`src/rtl/core/cgmd_pkg.sv`:
```
// Package for the compass gradient max direction unit.
// Holds the direction codes and kernel count; depends on nothing else.
package cgmd_pkg;

  localparam int unsigned NUM_DIRS = 8;
  localparam int unsigned DIR_W    = 3;

  // Direction codes: compass angle in degrees divided by 45.
  localparam logic [DIR_W-1:0] DIR_0   = 3'd0;
  localparam logic [DIR_W-1:0] DIR_45  = 3'd1;
  localparam logic [DIR_W-1:0] DIR_90  = 3'd2;
  localparam logic [DIR_W-1:0] DIR_135 = 3'd3;
  localparam logic [DIR_W-1:0] DIR_180 = 3'd4;
  localparam logic [DIR_W-1:0] DIR_225 = 3'd5;
  localparam logic [DIR_W-1:0] DIR_270 = 3'd6;
  localparam logic [DIR_W-1:0] DIR_315 = 3'd7;

endpackage

```
`src/rtl/core/compass_gradient_max_direction_unit.sv`:
```
// Compass gradient max direction unit: eight-direction compass gradient edge detector.
// Takes one 3x3 window per transfer. Depends on cgmd_pkg.
//
// Usage:
//   The in_ channel carries one 3x3 pixel window per transfer, with border filling
//   already done upstream. The out_ channel returns one result per window: the
//   largest positive compass response (amplitude), its direction code (degrees / 45)
//   and, in out_tuser, a flag that is set when any response was positive. With no
//   positive response the result is amplitude 0, direction 0, flag 0.
//   Results leave straight from the stage 5 register, so out_tvalid and out_tdata are registered.
//   Throughput is one window per cycle: the work is spread over five register stages
//   (window sums, signed responses, pairwise compare, compare of pairs, final pick),
//   and a new window enters every cycle while the output side takes results.
//   Each stage has its own valid bit and moves forward whenever the stage after it is
//   empty or moving, so bubbles close up during a stall. When out_tready is held low,
//   the pipeline fills up and in_tready falls once all five stages hold a window;
//   nothing is dropped or repeated.
//   Reset (rst_n low, synchronous) empties all stages; data registers are not cleared.
//   Ties between directions go to the earliest in the order 270, 315, 0, 45, 90, 135,
//   180, 225 degrees.
module compass_gradient_max_direction_unit #(
  parameter int unsigned PIXEL_BITS = 8
) (
  input  logic                                  clk,
  input  logic                                  rst_n,
  input  logic                                  in_tvalid,
  output logic                                  in_tready,
  // From bit 0 up: win_top_left, win_top_mid, win_top_right, win_mid_left,
  // win_mid_mid, win_mid_right, win_bot_left, win_bot_mid, win_bot_right, zero fill.
  input  logic [((9*PIXEL_BITS+7)/8)*8-1:0]     in_tdata,
  output logic                                  out_tvalid,
  input  logic                                  out_tready,
  // From bit 0 up: amplitude, direction_code, zero fill.
  output logic [((PIXEL_BITS+5+7)/8)*8-1:0]     out_tdata,
  // Bit 0: edge_found.
  output logic [0:0]                            out_tuser
);
  import cgmd_pkg::*;

  localparam int unsigned OUT_W = ((PIXEL_BITS+5+7)/8)*8;
  localparam int unsigned SUM_W = PIXEL_BITS + 2;  // unsigned weighted sum of three pixels (weights 1, 2, 1)
  localparam int unsigned RSP_W = PIXEL_BITS + 3;  // signed compass response

  // Window taps in raster order.
  logic [PIXEL_BITS-1:0] pix [9];

  always_comb begin
    for (int k = 0; k < 9; k++) begin
      pix[k] = in_tdata[k*PIXEL_BITS +: PIXEL_BITS];
    end
  end

  // Weighted sum a + 2b + c of three pixels.
  function automatic logic [SUM_W-1:0] wsum(input logic [PIXEL_BITS-1:0] a,
                                            input logic [PIXEL_BITS-1:0] b,
                                            input logic [PIXEL_BITS-1:0] c);
    wsum = {2'b00, a} + {1'b0, b, 1'b0} + {2'b00, c};
  endfunction

  // Stage enables: a stage loads when it is empty or its content moves on.
  logic v1_r, v2_r, v3_r, v4_r, v5_r;
  logic en1, en2, en3, en4, en5;

  assign en5 = !v5_r || out_tready;
  assign en4 = !v4_r || en5;
  assign en3 = !v3_r || en4;
  assign en2 = !v2_r || en3;
  assign en1 = !v1_r || en2;
  assign in_tready = en1;

  // Stage 1: half-kernel sums. The eight kernels are four opposite pairs, so
  // four differences of these sums cover all of them.
  logic [SUM_W-1:0] s_top_r, s_bot_r, s_lft_r, s_rgt_r;
  logic [SUM_W-1:0] s_ntl_r, s_sbr_r, s_sbl_r, s_ntr_r;

  always_ff @(posedge clk) begin
    if (!rst_n) begin
      v1_r <= 1'b0;
    end else if (en1) begin
      v1_r <= in_tvalid;
    end
  end

  always_ff @(posedge clk) begin
    if (en1 && in_tvalid) begin
      s_top_r <= wsum(pix[0], pix[1], pix[2]);
      s_bot_r <= wsum(pix[6], pix[7], pix[8]);
      s_lft_r <= wsum(pix[0], pix[3], pix[6]);
      s_rgt_r <= wsum(pix[2], pix[5], pix[8]);
      s_ntl_r <= wsum(pix[1], pix[0], pix[3]);  // 2*top_left + top_mid + mid_left
      s_sbr_r <= wsum(pix[5], pix[8], pix[7]);  // 2*bot_right + mid_right + bot_mid
      s_sbl_r <= wsum(pix[3], pix[6], pix[7]);  // 2*bot_left + mid_left + bot_mid
      s_ntr_r <= wsum(pix[1], pix[2], pix[5]);  // 2*top_right + top_mid + mid_right
    end
  end

  // Stage 2: signed responses of the 270, 315, 0 and 45 degree kernels.
  logic signed [RSP_W-1:0] g270_r, g315_r, g0_r, g45_r;

  always_ff @(posedge clk) begin
    if (!rst_n) begin
      v2_r <= 1'b0;
    end else if (en2) begin
      v2_r <= v1_r;
    end
  end

  always_ff @(posedge clk) begin
    if (en2 && v1_r) begin
      g270_r <= signed'({1'b0, s_top_r}) - signed'({1'b0, s_bot_r});
      g315_r <= signed'({1'b0, s_ntl_r}) - signed'({1'b0, s_sbr_r});
      g0_r   <= signed'({1'b0, s_lft_r}) - signed'({1'b0, s_rgt_r});
      g45_r  <= signed'({1'b0, s_sbl_r}) - signed'({1'b0, s_ntr_r});
    end
  end

  // Candidates in check order; the last four are negations of the first four.
  logic signed [RSP_W-1:0] cand     [NUM_DIRS];
  logic [DIR_W-1:0]        cand_dir [NUM_DIRS];

  always_comb begin
    cand[0] = g270_r;   cand_dir[0] = DIR_270;
    cand[1] = g315_r;   cand_dir[1] = DIR_315;
    cand[2] = g0_r;     cand_dir[2] = DIR_0;
    cand[3] = g45_r;    cand_dir[3] = DIR_45;
    cand[4] = -g270_r;  cand_dir[4] = DIR_90;
    cand[5] = -g315_r;  cand_dir[5] = DIR_135;
    cand[6] = -g0_r;    cand_dir[6] = DIR_180;
    cand[7] = -g45_r;   cand_dir[7] = DIR_225;
  end

  // Stage 3: winners of adjacent pairs. The later one wins only when strictly
  // greater, which keeps the earliest direction on a tie.
  logic signed [RSP_W-1:0] w3_r   [4];
  logic [DIR_W-1:0]        w3_d_r [4];

  always_ff @(posedge clk) begin
    if (!rst_n) begin
      v3_r <= 1'b0;
    end else if (en3) begin
      v3_r <= v2_r;
    end
  end

  always_ff @(posedge clk) begin
    if (en3 && v2_r) begin
      for (int k = 0; k < 4; k++) begin
        if (cand[2*k+1] > cand[2*k]) begin
          w3_r[k]   <= cand[2*k+1];
          w3_d_r[k] <= cand_dir[2*k+1];
        end else begin
          w3_r[k]   <= cand[2*k];
          w3_d_r[k] <= cand_dir[2*k];
        end
      end
    end
  end

  // Stage 4: winners of adjacent pair winners.
  logic signed [RSP_W-1:0] w4_r   [2];
  logic [DIR_W-1:0]        w4_d_r [2];

  always_ff @(posedge clk) begin
    if (!rst_n) begin
      v4_r <= 1'b0;
    end else if (en4) begin
      v4_r <= v3_r;
    end
  end

  always_ff @(posedge clk) begin
    if (en4 && v3_r) begin
      for (int k = 0; k < 2; k++) begin
        if (w3_r[2*k+1] > w3_r[2*k]) begin
          w4_r[k]   <= w3_r[2*k+1];
          w4_d_r[k] <= w3_d_r[2*k+1];
        end else begin
          w4_r[k]   <= w3_r[2*k];
          w4_d_r[k] <= w3_d_r[2*k];
        end
      end
    end
  end

  // Stage 5: final pick and the positive test; this is the output register.
  logic signed [RSP_W-1:0] best;
  logic [DIR_W-1:0]        best_dir;
  logic [SUM_W-1:0]        amp_r;
  logic [DIR_W-1:0]        dir_r;
  logic                    found_r;

  always_comb begin
    if (w4_r[1] > w4_r[0]) begin
      best     = w4_r[1];
      best_dir = w4_d_r[1];
    end else begin
      best     = w4_r[0];
      best_dir = w4_d_r[0];
    end
  end

  always_ff @(posedge clk) begin
    if (!rst_n) begin
      v5_r <= 1'b0;
    end else if (en5) begin
      v5_r <= v4_r;
    end
  end

  always_ff @(posedge clk) begin
    if (en5 && v4_r) begin
      if (best > signed'(RSP_W'(0))) begin
        amp_r   <= best[SUM_W-1:0];
        dir_r   <= best_dir;
        found_r <= 1'b1;
      end else begin
        amp_r   <= '0;
        dir_r   <= DIR_0;
        found_r <= 1'b0;
      end
    end
  end

  assign out_tvalid   = v5_r;
  assign out_tdata    = OUT_W'({dir_r, amp_r});
  assign out_tuser[0] = found_r;

`ifndef SYNTH
  // A result with no edge carries a zero amplitude and direction.
  assert property (@(posedge clk) disable iff (!rst_n)
    (v5_r && !found_r) |-> (amp_r == '0 && dir_r == DIR_0))
    else $error("no-edge result with nonzero amplitude or direction");

  // An edge always comes with a positive amplitude.
  assert property (@(posedge clk) disable iff (!rst_n)
    (v5_r && found_r) |-> (amp_r != '0))
    else $error("edge flagged with zero amplitude");

  // No response can exceed four times the largest pixel.
  assert property (@(posedge clk) disable iff (!rst_n)
    v5_r |-> ({1'b0, amp_r} <= (SUM_W+1)'(4 * ((1 << PIXEL_BITS) - 1))))
    else $error("amplitude above the largest possible response");

  // Input is held off only when every stage is full and the output is stalled.
  assert property (@(posedge clk) disable iff (!rst_n)
    !in_tready |-> (v1_r && v2_r && v3_r && v4_r && v5_r && !out_tready))
    else $error("input stalled while the pipeline has room");

  // A stage that holds a window and is not allowed to move keeps it.
  assert property (@(posedge clk) disable iff (!rst_n)
    (v4_r && !en4) |=> v4_r)
    else $error("stage four lost a window during a stall");
`endif

endmodule

```
`config.mk`:
```
export PLATFORM = sky130hd
export DESIGN_NAME = compass_gradient_max_direction_unit
export DESIGN_NICKNAME = d
export VERILOG_FILES = /design/src/rtl/core/cgmd_pkg.sv /design/src/rtl/core/compass_gradient_max_direction_unit.sv
export SDC_FILE = /design/constraint.sdc
export NUM_CORES = 1
export LEC_CHECK = 0
export CAP_MARGIN = 15
export CELL_PAD_IN_SITES_DETAIL_PLACEMENT = 1
export CELL_PAD_IN_SITES_GLOBAL_PLACEMENT = 2
export CORE_AREA = 4 4 190 192
export CTS_BUF_LIST = sky130_fd_sc_hd__clkbuf_4
export DETAILED_ROUTE_END_ITERATION = 8
export DIE_AREA = 0 0 194 196
export DONT_BUFFER_PORTS = 1
export GPL_TIMING_DRIVEN = 0
export PLACE_DENSITY = 0.81
export SYNTH_ARGS = -nofsm -noshare
export SYNTH_HDL_FRONTEND = slang
export SYNTH_SLANG_ARGS = --single-unit
```
`constraint.sdc`:
```
create_clock -name clk -period 11.58 [get_ports clk]
set_clock_uncertainty 0.15 [all_clocks]
set_input_delay 1.737 -clock clk [delete_from_list [all_inputs] [get_ports clk]]
set_output_delay 1.737 -clock clk [all_outputs]
set_load 0.03 [all_outputs]
```
==> out/metrics.cfg <==
[global_route]
grt_pass1_wl_um=61830
antenna_found_initial=1
track_usage_pct=20.58
grt_overflow=0
grt_pass1_vias=11380
grt_max_degree=48

[power_and_ir_drop]
p_seq_share_pct=38.8
p_switching_uw=1028
p_leak_uw=0.007149
p_int_uw=1944
switching_share_pct=34.59
p_clk_share_pct=24.4
power_frac_comb_pct=36.8
powerDensity_nw_per_um2=172.8
vdd_drop_max_uv=102.2

[routing]
antenna_left=0
routed_via_density=5.289
drc=0
drt-initial-drc-count=326
num_vias=10260
avgRoutedWirePerCell_um=19.97
drt_pass1_iterations=4
drt_wl_total_um=38730

[yosys]
synth_ff_type=edfxtp_1
synthCells=1360
yosysTopAreaCellShare_pct=40.66
ys_seq_area_share_pct=41.43
synthArstFlopShare_pct=0
syn_area_sq_um=15660
synth-edff-count=212
ys_ff_latch=218
yosysUniqueCellTypes=57
synth_top_area_cell=edfxtp_1
ys_warn_count=0
synthTopCellsByArea=edfxtp_1 41%, ha_1 15%, fa_1 8.7%, xnor2_1 4.8%, inv_1 4.4%
syn_avg_cell_area_sq_um=11.51

[clock_network]
clock_sinks=218
cts_setup_buffers=0
cts-root-buf=clkbuf_4
cts_buffer_depth=3
hold_buffers=0
cts_resized=0
clk-insertion-delay-late_ns=0.77
htreeDepth=2
cts_tree=yes
clk_pin_slew_ns=0.06
cts_inserted_buffers=61

[layout]
fillers=3755
regArea_sq_um=6486
multiInputGateArea_sq_um=8426
fin_nets=1766
areaGrowthSynthToFinish_pct=9.829
final_cells=1939
drive_above_1_share_pct=12.34

[critical_path]
crit_path_end_kind=output port
slowest_delay_ns=0.32
cp-start-kind=input pin
crit_path_top_delay_cell=nand3_1
path_max_fanout=6
worstSetupPathType=in2out
reg2reg_slack_ns=7.75
required_ns=9.69
path_cells=nor2b_1 -> and3_1 -> buf_2 -> nand3_1
arrival_ns=2.69

[sta]
setup_viol=0
final.period_utilization_pct=39.50
drv_slew=0
hold_viol=0
fmax_mhz=218.6
whs_ns=0.3182
relSlewSlack_pct=32.88
setup_tns_ns=0
rsz0062_at_grt=no
post-route-min-period_ns=4.574
tightest_slew_ns=1.006

[placed_design]
portBuffers=0
placed_cells=1823
dp_hpwl_um=31820
gp_congestion=0.9540

[floorplan]
io_pins=95
dieArea_sq_um=38020
initial_utilization_pct=45.55
placementRows=68
die_h_um=196
fp.dieW_um=194
core_area_sq_um=34370

[status]
outcome=completed

[run]
maxCapViolations=0

[hold_path]
hold_class=reg2reg

worst max-delay path, delay by kind of cell:
family                 cells  cell delay [ns]
and+or+nand+nor            3             0.75
buffers and inverters      1             0.20
area by class of cell:
class / instances / area share [%]
multi-input combinational: 947 / 49.00
sequential: 218 / 37.72
inverter: 183 / 3.994
clock buffer: 85 / 3.711
tap: 455 / 3.311
clock inverter: 30 / 1.048
timing repair buffer: 6 / 0.6694
buffer: 14 / 0.5384
antenna: 1 / 0.01455
power groups by stage:
stage | registers [uW] | clock network, uW | logic, uW
2_1_floorplan | 1130 | 0 | 824
3_3_place_gp | 1170 | 0 | 1050
3_5_place_dp | 1170 | 0 | 1100
4_1_cts | 1150 | 762 | 1110
5_1_grt | 1170 | 808 | 1250
6_report | 1150 | 725 | 1090
final timing paths:
kind | cells after the start | endpoint | startpoint
max reg2reg | 12 | w3_r[3][4] | g0_r[5]
max | 4 | in_tready | out_tready
min reg2reg | 1 | w3_d_r[2][0] | w3_d_r[2][0]
min | 1 | w3_d_r[2][0] | w3_d_r[2][0]
cell usage after synthesis, drive strengths merged (15+ instances only):
master / instances
a21o: 21
a21oi: 58
edfxtp: 212
fa: 68
ha: 191
inv: 183
mux2: 55
mux2i: 15
nand2: 56
nand2b: 16
nand3: 15
nand3b: 20
nor2: 74
nor2b: 33
nor3: 37
o21ai: 55
xnor2: 85
xor2: 23
metal layers:
layer  GRT usage [%]  part of all wire [%]  vias up
li1                -                     -     5034
met1           22.89                    40     4981
met2           37.54                    51      181
met3           5.976                   5.9       59
met4           7.422                   3.2        0
met5               0                     0        -
metrics by stage:
stage,total power (uW),util (%),setup slack (ns),area (sq um)
2_1_floorplan,1957,-,4.716,15670
3_3_place_gp,2221,47.23,3.152,16230
3_5_place_dp,2267,47.64,6.997,16380
4_1_cts,3025,50.02,6.991,17190
5_1_grt,3221,50.03,6.898,17200
6_report,2971,50.03,7.006,17200
placed cells by master (no fill, tap or decap), types with 20 or more instances in the layout:
master      n
nand2_1    56
clkbuf_4   85
nor3_1     37
clkinv_1   21
a21o_1     21
xnor2_1    85
o21ai_0    55
nand3b_1   20
edfxtp_1  212
xor2_1     23
nor2b_1    33
nor2_1     74
inv_1     182
a21oi_1    57
mux2_2     51
ha_1      191
fa_1       68
flip-flops by register name, summed over array words and instances, names as in the netlist, 11 cells and up:
name,cells
g0_r,11
g315_r,11
g45_r,11
w3_r,44
g270_r,11
w4_r,22
cells by family after synthesis:
group	Yosys count	share of synthesized area, %
AO/OA/AOI/OAI	203	8.447
XOR/XNOR	108	6.041
adder cells (fa/ha/maj)	259	23.96
buffers and inverters	197	4.978
flip-flops	218	41.43
multiplexers	70	5.010
other	1	0.02395
AND/OR/NAND/NOR	304	10.12
(Power assumes the default switching activity.)
